--- src/hdl/md5_pkg.sv ---
// Shared types, constants and round tables of the MD5 digest block.
`timescale 1ns / 1ps

package md5_pkg;

    // Initial chaining values A, B, C, D
    localparam logic [31:0] IV_A = 32'h67452301;
    localparam logic [31:0] IV_B = 32'hefcdab89;
    localparam logic [31:0] IV_C = 32'h98badcfe;
    localparam logic [31:0] IV_D = 32'h10325476;

    // Padding marker byte
    localparam logic [7:0] PAD_BYTE = 8'h80;

    // Controller to datapath commands
    typedef struct packed {
        logic       wr_byte;    // store the input byte, count it
        logic       pad;        // store the marker byte, clear the rest of the block
        logic       len;        // store the bit length in words 14 and 15
        logic       len_clear;  // clear the whole block before the length goes in
        logic       round;      // run one compression round
        logic [5:0] rnd;        // round number
        logic       fold;       // add the working words into the chaining words
        logic       emit;       // load the digest register, restart the message
    } t_dp_cmd;

    // Datapath to controller status
    typedef struct packed {
        logic [5:0] pos;        // byte position within the current block
        logic       out_busy;   // digest register full and not taken this cycle
    } t_dp_stat;

    // Additive round constant
    function automatic logic [31:0] round_k(input logic [5:0] i);
        logic [31:0] k;
        unique case (i)
            6'd0:  k = 32'hd76aa478;  6'd1:  k = 32'he8c7b756;
            6'd2:  k = 32'h242070db;  6'd3:  k = 32'hc1bdceee;
            6'd4:  k = 32'hf57c0faf;  6'd5:  k = 32'h4787c62a;
            6'd6:  k = 32'ha8304613;  6'd7:  k = 32'hfd469501;
            6'd8:  k = 32'h698098d8;  6'd9:  k = 32'h8b44f7af;
            6'd10: k = 32'hffff5bb1;  6'd11: k = 32'h895cd7be;
            6'd12: k = 32'h6b901122;  6'd13: k = 32'hfd987193;
            6'd14: k = 32'ha679438e;  6'd15: k = 32'h49b40821;
            6'd16: k = 32'hf61e2562;  6'd17: k = 32'hc040b340;
            6'd18: k = 32'h265e5a51;  6'd19: k = 32'he9b6c7aa;
            6'd20: k = 32'hd62f105d;  6'd21: k = 32'h02441453;
            6'd22: k = 32'hd8a1e681;  6'd23: k = 32'he7d3fbc8;
            6'd24: k = 32'h21e1cde6;  6'd25: k = 32'hc33707d6;
            6'd26: k = 32'hf4d50d87;  6'd27: k = 32'h455a14ed;
            6'd28: k = 32'ha9e3e905;  6'd29: k = 32'hfcefa3f8;
            6'd30: k = 32'h676f02d9;  6'd31: k = 32'h8d2a4c8a;
            6'd32: k = 32'hfffa3942;  6'd33: k = 32'h8771f681;
            6'd34: k = 32'h6d9d6122;  6'd35: k = 32'hfde5380c;
            6'd36: k = 32'ha4beea44;  6'd37: k = 32'h4bdecfa9;
            6'd38: k = 32'hf6bb4b60;  6'd39: k = 32'hbebfbc70;
            6'd40: k = 32'h289b7ec6;  6'd41: k = 32'heaa127fa;
            6'd42: k = 32'hd4ef3085;  6'd43: k = 32'h04881d05;
            6'd44: k = 32'hd9d4d039;  6'd45: k = 32'he6db99e5;
            6'd46: k = 32'h1fa27cf8;  6'd47: k = 32'hc4ac5665;
            6'd48: k = 32'hf4292244;  6'd49: k = 32'h432aff97;
            6'd50: k = 32'hab9423a7;  6'd51: k = 32'hfc93a039;
            6'd52: k = 32'h655b59c3;  6'd53: k = 32'h8f0ccc92;
            6'd54: k = 32'hffeff47d;  6'd55: k = 32'h85845dd1;
            6'd56: k = 32'h6fa87e4f;  6'd57: k = 32'hfe2ce6e0;
            6'd58: k = 32'ha3014314;  6'd59: k = 32'h4e0811a1;
            6'd60: k = 32'hf7537e82;  6'd61: k = 32'hbd3af235;
            6'd62: k = 32'h2ad7d2bb;  6'd63: k = 32'heb86d391;
            default: k = 32'h0;
        endcase
        return k;
    endfunction

    // Left rotate amount, picked by round group and round number modulo four
    function automatic logic [4:0] round_s(input logic [5:0] i);
        logic [4:0] s;
        unique case ({i[5:4], i[1:0]})
            4'd0:  s = 5'd7;   4'd1:  s = 5'd12;  4'd2:  s = 5'd17;  4'd3:  s = 5'd22;
            4'd4:  s = 5'd5;   4'd5:  s = 5'd9;   4'd6:  s = 5'd14;  4'd7:  s = 5'd20;
            4'd8:  s = 5'd4;   4'd9:  s = 5'd11;  4'd10: s = 5'd16;  4'd11: s = 5'd23;
            4'd12: s = 5'd6;   4'd13: s = 5'd10;  4'd14: s = 5'd15;  4'd15: s = 5'd21;
            default: s = 5'd0;
        endcase
        return s;
    endfunction

    // Message word index used by a round
    function automatic logic [3:0] round_g(input logic [5:0] i);
        logic [3:0] g;
        unique case (i[5:4])
            2'd0: g = i[3:0];
            2'd1: g = i[3:0] * 4'd5 + 4'd1;
            2'd2: g = i[3:0] * 4'd3 + 4'd5;
            2'd3: g = i[3:0] * 4'd7;
            default: g = 4'd0;
        endcase
        return g;
    endfunction

endpackage

--- src/hdl/md5_ctrl.sv ---
// Sequencer of the MD5 digest block: byte intake, padding, rounds and digest hand-off.
`timescale 1ns / 1ps

module md5_ctrl (
    input  logic              i_clk,
    input  logic              i_rst_n,
    input  logic              i_s_tvalid,
    output logic              o_s_tready,
    input  logic              i_s_tuser,
    input  logic              i_s_tlast,
    input  md5_pkg::t_dp_stat i_stat,
    output md5_pkg::t_dp_cmd  o_cmd
);
    import md5_pkg::*;

    localparam logic [2:0] S_IDLE  = 3'd0;
    localparam logic [2:0] S_ROUND = 3'd1;
    localparam logic [2:0] S_FOLD  = 3'd2;
    localparam logic [2:0] S_PAD   = 3'd3;
    localparam logic [2:0] S_LEN   = 3'd4;
    localparam logic [2:0] S_OUT   = 3'd5;

    // Which block the running compression belongs to
    localparam logic [1:0] PH_DATA  = 2'd0;
    localparam logic [1:0] PH_EXTRA = 2'd1;
    localparam logic [1:0] PH_FINAL = 2'd2;

    logic [2:0] r_state, n_state;
    logic [5:0] r_rnd,   n_rnd;
    logic [1:0] r_phase, n_phase;
    logic       r_fin,   n_fin;
    logic       w_accept;

    assign o_s_tready = (r_state == S_IDLE);
    assign w_accept   = i_s_tvalid & o_s_tready;

    // Next state and commands
    always_comb begin
        n_state = r_state;
        n_rnd   = r_rnd;
        n_phase = r_phase;
        n_fin   = r_fin;
        o_cmd   = '0;
        o_cmd.rnd = r_rnd;
        unique case (r_state)
            S_IDLE: begin
                if (w_accept) begin
                    o_cmd.wr_byte = i_s_tuser;
                    if (i_s_tuser && i_stat.pos == 6'd63) begin
                        n_state = S_ROUND;
                        n_phase = PH_DATA;
                        n_fin   = i_s_tlast;
                    end else if (i_s_tlast) begin
                        n_state = S_PAD;
                    end
                end
            end
            S_ROUND: begin
                o_cmd.round = 1'b1;
                n_rnd = r_rnd + 6'd1;
                if (r_rnd == 6'd63) begin
                    n_state = S_FOLD;
                end
            end
            S_FOLD: begin
                o_cmd.fold = 1'b1;
                unique case (r_phase)
                    PH_DATA:  n_state = r_fin ? S_PAD : S_IDLE;
                    PH_EXTRA: n_state = S_LEN;
                    PH_FINAL: n_state = S_OUT;
                    default:  n_state = S_IDLE;
                endcase
            end
            S_PAD: begin
                o_cmd.pad = 1'b1;
                // no room left for the length: run this block first
                if (i_stat.pos[5:3] == 3'b111) begin
                    n_state = S_ROUND;
                    n_phase = PH_EXTRA;
                end else begin
                    n_state = S_LEN;
                end
            end
            S_LEN: begin
                o_cmd.len       = 1'b1;
                o_cmd.len_clear = (r_phase == PH_EXTRA);
                n_state = S_ROUND;
                n_phase = PH_FINAL;
            end
            S_OUT: begin
                // hold until the digest register is free
                if (!i_stat.out_busy) begin
                    o_cmd.emit = 1'b1;
                    n_state = S_IDLE;
                end
            end
            default: n_state = S_IDLE;
        endcase
    end

    always_ff @(posedge i_clk) begin
        if (!i_rst_n) begin
            r_state <= S_IDLE;
            r_rnd   <= 6'd0;
            r_phase <= PH_DATA;
            r_fin   <= 1'b0;
        end else begin
            r_state <= n_state;
            r_rnd   <= n_rnd;
            r_phase <= n_phase;
            r_fin   <= n_fin;
        end
    end

endmodule

--- src/hdl/md5_dp.sv ---
// Datapath of the MD5 digest block: message block, round unit, chaining words, digest register.
`timescale 1ns / 1ps

module md5_dp (
    input  logic              i_clk,
    input  logic              i_rst_n,
    input  md5_pkg::t_dp_cmd  i_cmd,
    input  logic [7:0]        i_byte,
    input  logic              i_m_tready,
    output md5_pkg::t_dp_stat o_stat,
    output logic              o_m_tvalid,
    output logic [127:0]      o_m_tdata
);
    import md5_pkg::*;

    logic [31:0]  r_blk [16];
    logic [31:0]  n_blk [16];
    logic [31:0]  r_h   [4];
    logic [31:0]  r_w   [4];
    logic [60:0]  r_cnt;
    logic         r_ovalid;
    logic [127:0] r_odata;

    logic [63:0]  w_bits;
    logic [31:0]  w_a, w_b, w_c, w_d, w_f, w_sum, w_nb;

    // Keep the bytes below the lane, set the lane, clear the bytes above it
    function automatic logic [31:0] merge(input logic [31:0] old, input logic [7:0] v,
                                          input logic [1:0] lane);
        logic [31:0] res;
        unique case (lane)
            2'd0: res = {24'h0, v};
            2'd1: res = {16'h0, v, old[7:0]};
            2'd2: res = {8'h0, v, old[15:0]};
            2'd3: res = {v, old[23:0]};
            default: res = old;
        endcase
        return res;
    endfunction

    function automatic logic [31:0] rotl(input logic [31:0] x, input logic [4:0] s);
        logic [63:0] t;
        t = {x, x} << s;
        return t[63:32];
    endfunction

    function automatic logic [31:0] swap32(input logic [31:0] x);
        return {x[7:0], x[15:8], x[23:16], x[31:24]};
    endfunction

    assign w_bits          = {r_cnt, 3'b000};
    assign o_stat.pos      = r_cnt[5:0];
    assign o_stat.out_busy = r_ovalid & ~i_m_tready;
    assign o_m_tvalid      = r_ovalid;
    assign o_m_tdata       = r_odata;

    // Next message block contents
    always_comb begin
        for (int w = 0; w < 16; w++) begin
            n_blk[w] = r_blk[w];
            if (i_cmd.len_clear) begin
                n_blk[w] = 32'h0;
            end
            if (i_cmd.wr_byte && r_cnt[5:2] == 4'(w)) begin
                n_blk[w] = merge(r_blk[w], i_byte, r_cnt[1:0]);
            end
            if (i_cmd.pad) begin
                if (r_cnt[5:2] == 4'(w)) begin
                    n_blk[w] = merge(r_blk[w], PAD_BYTE, r_cnt[1:0]);
                end else if (r_cnt[5:2] < 4'(w)) begin
                    n_blk[w] = 32'h0;
                end
            end
        end
        if (i_cmd.len) begin
            n_blk[14] = w_bits[31:0];
            n_blk[15] = w_bits[63:32];
        end
    end

    always_ff @(posedge i_clk) begin
        for (int w = 0; w < 16; w++) begin
            r_blk[w] <= n_blk[w];
        end
    end

    // Round unit: round zero starts from the chaining words
    assign w_a = (i_cmd.rnd == 6'd0) ? r_h[0] : r_w[0];
    assign w_b = (i_cmd.rnd == 6'd0) ? r_h[1] : r_w[1];
    assign w_c = (i_cmd.rnd == 6'd0) ? r_h[2] : r_w[2];
    assign w_d = (i_cmd.rnd == 6'd0) ? r_h[3] : r_w[3];

    always_comb begin
        unique case (i_cmd.rnd[5:4])
            2'd0: w_f = (w_b & w_c) | (~w_b & w_d);
            2'd1: w_f = (w_d & w_b) | (~w_d & w_c);
            2'd2: w_f = w_b ^ w_c ^ w_d;
            2'd3: w_f = w_c ^ (w_b | ~w_d);
            default: w_f = 32'h0;
        endcase
    end

    assign w_sum = w_a + w_f + round_k(i_cmd.rnd) + r_blk[round_g(i_cmd.rnd)];
    assign w_nb  = w_b + rotl(w_sum, round_s(i_cmd.rnd));

    // Advance the working words one round
    always_ff @(posedge i_clk) begin
        if (i_cmd.round) begin
            r_w[0] <= w_d;
            r_w[1] <= w_nb;
            r_w[2] <= w_b;
            r_w[3] <= w_c;
        end
    end

    // Chaining words and byte count
    always_ff @(posedge i_clk) begin
        if (!i_rst_n) begin
            r_h[0] <= IV_A;
            r_h[1] <= IV_B;
            r_h[2] <= IV_C;
            r_h[3] <= IV_D;
            r_cnt  <= '0;
        end else begin
            if (i_cmd.emit) begin
                r_h[0] <= IV_A;
                r_h[1] <= IV_B;
                r_h[2] <= IV_C;
                r_h[3] <= IV_D;
                r_cnt  <= '0;
            end else begin
                if (i_cmd.fold) begin
                    for (int k = 0; k < 4; k++) begin
                        r_h[k] <= r_h[k] + r_w[k];
                    end
                end
                if (i_cmd.wr_byte) begin
                    r_cnt <= r_cnt + 61'd1;
                end
            end
        end
    end

    // Digest register: hold until transferred
    always_ff @(posedge i_clk) begin
        if (!i_rst_n) begin
            r_ovalid <= 1'b0;
        end else if (i_cmd.emit) begin
            r_ovalid <= 1'b1;
        end else if (i_m_tready) begin
            r_ovalid <= 1'b0;
        end
    end

    always_ff @(posedge i_clk) begin
        if (i_cmd.emit) begin
            r_odata <= {swap32(r_h[2]), swap32(r_h[3]), swap32(r_h[0]), swap32(r_h[1])};
        end
    end

endmodule

--- src/hdl/md5_message_digest.sv ---
// Top level of the MD5 digest block: controller and datapath.
`timescale 1ns / 1ps
// MD5 message digest over a byte stream.
// Slave channel: one transfer per message byte. tdata carries the byte, tuser
// says whether the byte is present, tlast ends the message (it may carry no byte,
// so an empty message is a single transfer with tuser low and tlast high).
// Master channel: one transfer per message, the 16-byte digest.
// Throughput: one byte per cycle while ready is high; every 64th byte holds ready
// low for the 64 rounds, one per cycle, and then the chaining update. The single
// round unit sets this.
// After tlast the sequencer pads, stores the length, runs the final rounds and
// chaining update, then loads the digest register; a padded block with no room for
// the length runs first, and so does a block that the tlast transfer filled.
// The digest sits in an output register; the slave channel accepts the next
// message while it waits. If the receiver stalls, a second digest waits in the
// chaining words and the slave channel holds ready low until the first is taken.
// Reset (synchronous, active low) loads the initial chaining values, clears the
// byte count and empties the output register; the block is ready at once.
module md5_message_digest (
    input  logic         i_clk,
    input  logic         i_rst_n,
    input  logic         i_s_tvalid,
    output logic         o_s_tready,
    input  logic [7:0]   i_s_tdata,   // [7:0] data_byte
    input  logic         i_s_tuser,   // [0] byte_present
    input  logic         i_s_tlast,   // last_byte
    output logic         o_m_tvalid,
    input  logic         i_m_tready,
    output logic [127:0] o_m_tdata    // [63:0] digest_head, [127:64] digest_tail
);
    import md5_pkg::*;

    t_dp_cmd  w_cmd;
    t_dp_stat w_stat;

    md5_ctrl u_ctrl (
        .i_clk      (i_clk),
        .i_rst_n    (i_rst_n),
        .i_s_tvalid (i_s_tvalid),
        .o_s_tready (o_s_tready),
        .i_s_tuser  (i_s_tuser),
        .i_s_tlast  (i_s_tlast),
        .i_stat     (w_stat),
        .o_cmd      (w_cmd)
    );

    md5_dp u_dp (
        .i_clk      (i_clk),
        .i_rst_n    (i_rst_n),
        .i_cmd      (w_cmd),
        .i_byte     (i_s_tdata),
        .i_m_tready (i_m_tready),
        .o_stat     (w_stat),
        .o_m_tvalid (o_m_tvalid),
        .o_m_tdata  (o_m_tdata)
    );

endmodule

--- config.mk ---
export PLATFORM = sky130hd
export DESIGN_NAME = md5_message_digest
export DESIGN_NICKNAME = d
export VERILOG_FILES = /design/src/hdl/md5_pkg.sv /design/src/hdl/md5_ctrl.sv /design/src/hdl/md5_dp.sv /design/src/hdl/md5_message_digest.sv
export SDC_FILE = /design/constraint.sdc
export NUM_CORES = 2
export LEC_CHECK = 0
export BUFFER_PORTS_ARGS = -buffer_cell sky130_fd_sc_hd__buf_2
export CAP_MARGIN = 10
export CORE_MARGIN = 1.5
export CORE_UTILIZATION = 25
export DETAILED_ROUTE_END_ITERATION = 7
export GPL_TIMING_DRIVEN = 0
export PLACE_DENSITY = 0.38
export SLEW_MARGIN = 20
export SYNTH_ARGS = -nofsm -noshare
export SYNTH_HDL_FRONTEND = slang
export SYNTH_SLANG_ARGS = --single-unit
--- constraint.sdc ---
create_clock -name i_clk -period 13.2 [get_ports i_clk]
set_input_delay 2.64 -clock i_clk [delete_from_list [all_inputs] [get_ports i_clk]]
set_output_delay 2.64 -clock i_clk [all_outputs]
set_load 0.03 [all_outputs]
==> results.py <==
metrics = {
    "status": {
        "status": "completed",
    },
    "critical_path": {
        "crit_family": "compound AO/OA/AOI/OAI gates",
        "path_depth": 38,
        "ff2ff_setup_slack_ps": 370,
        "cp-end-kind": "flop",
        "critical-path-max-stage-delay_ps": 680,
        "worstReg2RegEnd": "u_dp.r_w[1][31]",
        "worstSetupPathType": "reg -> reg",
        "cp.required_ps": 13720,
        "crit_path_start_kind": "flop",
        "cp_max_fo": 12,
        "cp.buffers_inverters": 7,
        "r2r_start": "u_ctrl.r_rnd[0]",
        "crit_slowest_cell": "a211oi_1",
        "worstPathArrival_ps": 13350,
        "r2r_cells": 38,
    },
    "route": {
        "routed_wl_um": 317900,
        "drc": 0,
        "wl_per_cell_um": 30.36,
        "first_iter_violations": 6277,
        "ant_nets": 0,
        "first_pass_iters": 6,
        "avgViaCountPerCell": 5.518,
        "num_vias": 57800,
    },
    "timing": {
        "tightest_slew_ps": 1281,
        "hold_viol_final": 0,
        "max_freq_ghz": 0.07793,
        "slew_headroom_pct": 14.03,
        "fin_crit_sh_pct": 97.21,
        "grt_setup_unrepaired": "false",
        "clock_skew_ps": 34.21,
        "min_period_ps": 12830,
        "slew_viol_final": 0,
        "setup_viol": 0,
        "whs_ps": 483.2,
    },
    "layout": {
        "area_growth_pct": 15.73,
        "fin_nets": 7300,
        "multi_input_area_um2": 33930,
        "fillers": 26910,
        "fin_cells": 10470,
        "most-common-layout-cells": "nor2_1 (925), edfxtp_1 (733), a21oi_1 (505)",
        "final_common_cell": "nor2_1",
        "drive_gt1_share_pct": 10.80,
        "seqCellArea_um2": 27500,
    },
    "logic_synthesis": {
        "ys.flop_type": "edfxtp_1",
        "netlist_area_um2": 63950,
        "yosysUniqueCellTypes": 91,
        "synth_seq_area_share_pct": 43.00,
        "ys_ff_latch": 1007,
        "async_flop_share_pct": 0,
        "synth_enable_flop_cells": 733,
        "yosys_warnings": 0,
        "synthCells": 6678,
        "synth_nets": 6982,
        "avgSynthCellArea_um2": 9.576,
    },
    "floorplan": {
        "ios": 144,
        "chipWidth_um": 508.8,
        "rows": 185,
        "dieArea_um2": 258800,
        "start_util_pct": 25.16,
        "die_height_um": 508.8,
        "coreArea_um2": 254200,
    },
    "clock_network": {
        "cts.reportedPaths.clkPinSlew_ps": 60,
        "clock_latency_ps": 810,
        "cts.sinks": 1007,
        "cts.path.max_buffers": 3,
        "cts_root_buffer": "clkbuf_16",
        "numCtsBuffers": 130,
        "htreeDepth": 4,
        "cts_tree": "done",
        "hold_buffers": 0,
    },
    "placement": {
        "detailedPlacementHpwl_um": 248300,
        "place_congestion": 0.9744,
        "post-place-cells": 10230,
        "port_buffers": 143,
    },
    "global_routing": {
        "grt_pass1_vias": 55710,
        "grtUsageTotal_pct": 23.87,
        "grt_pass1_wl_um": 438200,
        "antenna_found_initial": 18,
        "grt_max_degree": 29,
        "grt_overflow": 0,
    },
    "min_path": {
        "holdPathStages": 2,
        "min_to": "u_ctrl.r_fin",
        "hp-class": "reg -> reg",
        "hold_path.startpoint": "u_ctrl.r_fin",
    },
    "job": {
        "maxCapViolations": 0,
    },
}
-- sequential cells by signal, indices dropped and copies added, names as in the netlist, named ones only --
name and flops:
u_ctrl.r_fin 1, u_ctrl.r_phase 2, u_ctrl.r_rnd 6, u_ctrl.r_state 3, u_dp.o_m_tdata 128, u_dp.o_m_tvalid 1, u_dp.r_blk 512, u_dp.r_cnt 61
u_dp.r_h 128, u_dp.r_w 128
-- metal layers --
metal  wire length (um)  track usage (%)  part of all wire [%]  vias to the layer above
li1                   -                -                     -                    25660
met1             132200            30.32                    42                    28920
met2             149800            39.71                    47                     2623
met3              19950            3.739                   6.3                      589
met4              16030            10.78                   5.0                        8
met5                 46                0                 0.014                        -
-- cell usage after synthesis, drive strengths merged, types with 104 or more instances --
master,n,area share [%]
a21oi,514,4.0
a22oi,273,3.2
a31oi,248,2.4
clkbuf,411,2.4
dfxtp,274,8.6
edfxtp,733,34
ha,221,4.3
inv,262,1.5
mux2,104,1.8
mux4,147,5.2
nand2,486,2.9
nand3,114,0.89
nor2,928,5.4
nor3,180,1.4
o21ai,371,2.9
xnor2,109,1.5
-- worst min-delay path: stages, from the launching register on --
cell	delay, ps
dfxtp_1	310
nand2_1	50
a21boi_0	70
-- worst max path at each step --
stage                       from               to  slack (ps)
2_1_floorplan    u_ctrl.r_rnd[0]  u_dp.r_w[1][30]        3420
3_3_place_gp   u_ctrl.r_state[0]             flop       -4130
3_5_place_dp     u_ctrl.r_rnd[0]  u_dp.r_w[1][31]       -1830
4_1_cts          u_ctrl.r_rnd[0]  u_dp.r_w[1][31]         100
5_1_grt          u_ctrl.r_rnd[0]  u_dp.r_w[1][31]          10
6_report         u_ctrl.r_rnd[0]  u_dp.r_w[1][31]         370
-- cell type report --
class	count	share of cell area (%)
flip-flops and latches	1007	37.16
inverters	264	1.339
clock buffers	170	4.766
repair buffers	187	1.720
diodes	8	0.02705
plain buffers	476	2.543
well taps	3366	5.691
clock inverters	66	0.9079
multi-input cells	4930	45.85
-- logic make-up after synthesis --
kind of cell    count (synthesis)  synth area share, %
compound gates               2036                20.42
simple gates                 2021                13.84
flops                        1007                43.00
buf+inv                       741                4.375
mux                           343                8.466
fa+ha+maj                     319                6.938
xor+xnor                      211                2.958
-- what timing repair did --
item                                   in CTS  in global routing
resized for setup                          24                 26
setup endpoints to repair                  25                  5
pin swaps                                   1                  0
endpoints found under the hold margin       0                  0
setup buffers                               0                  4
-- metrics by stage --
step                      utilization [%]  setup slack, ps  setup TNS [ps]  cell area [um^2]
final                               29.12            368.5               0             74000
after global placement              27.10            -4130         -195920             68870
after global routing                29.11            10.60               0             73990
after floorplan                         -             3418               0             63950
after detailed placement            27.39            -1835          -19680             69600
after CTS                           29.07            101.4               0             73880
Power is not shown: default switching activity piles up to over one toggle a cycle in this logic, so the estimate is an artifact.
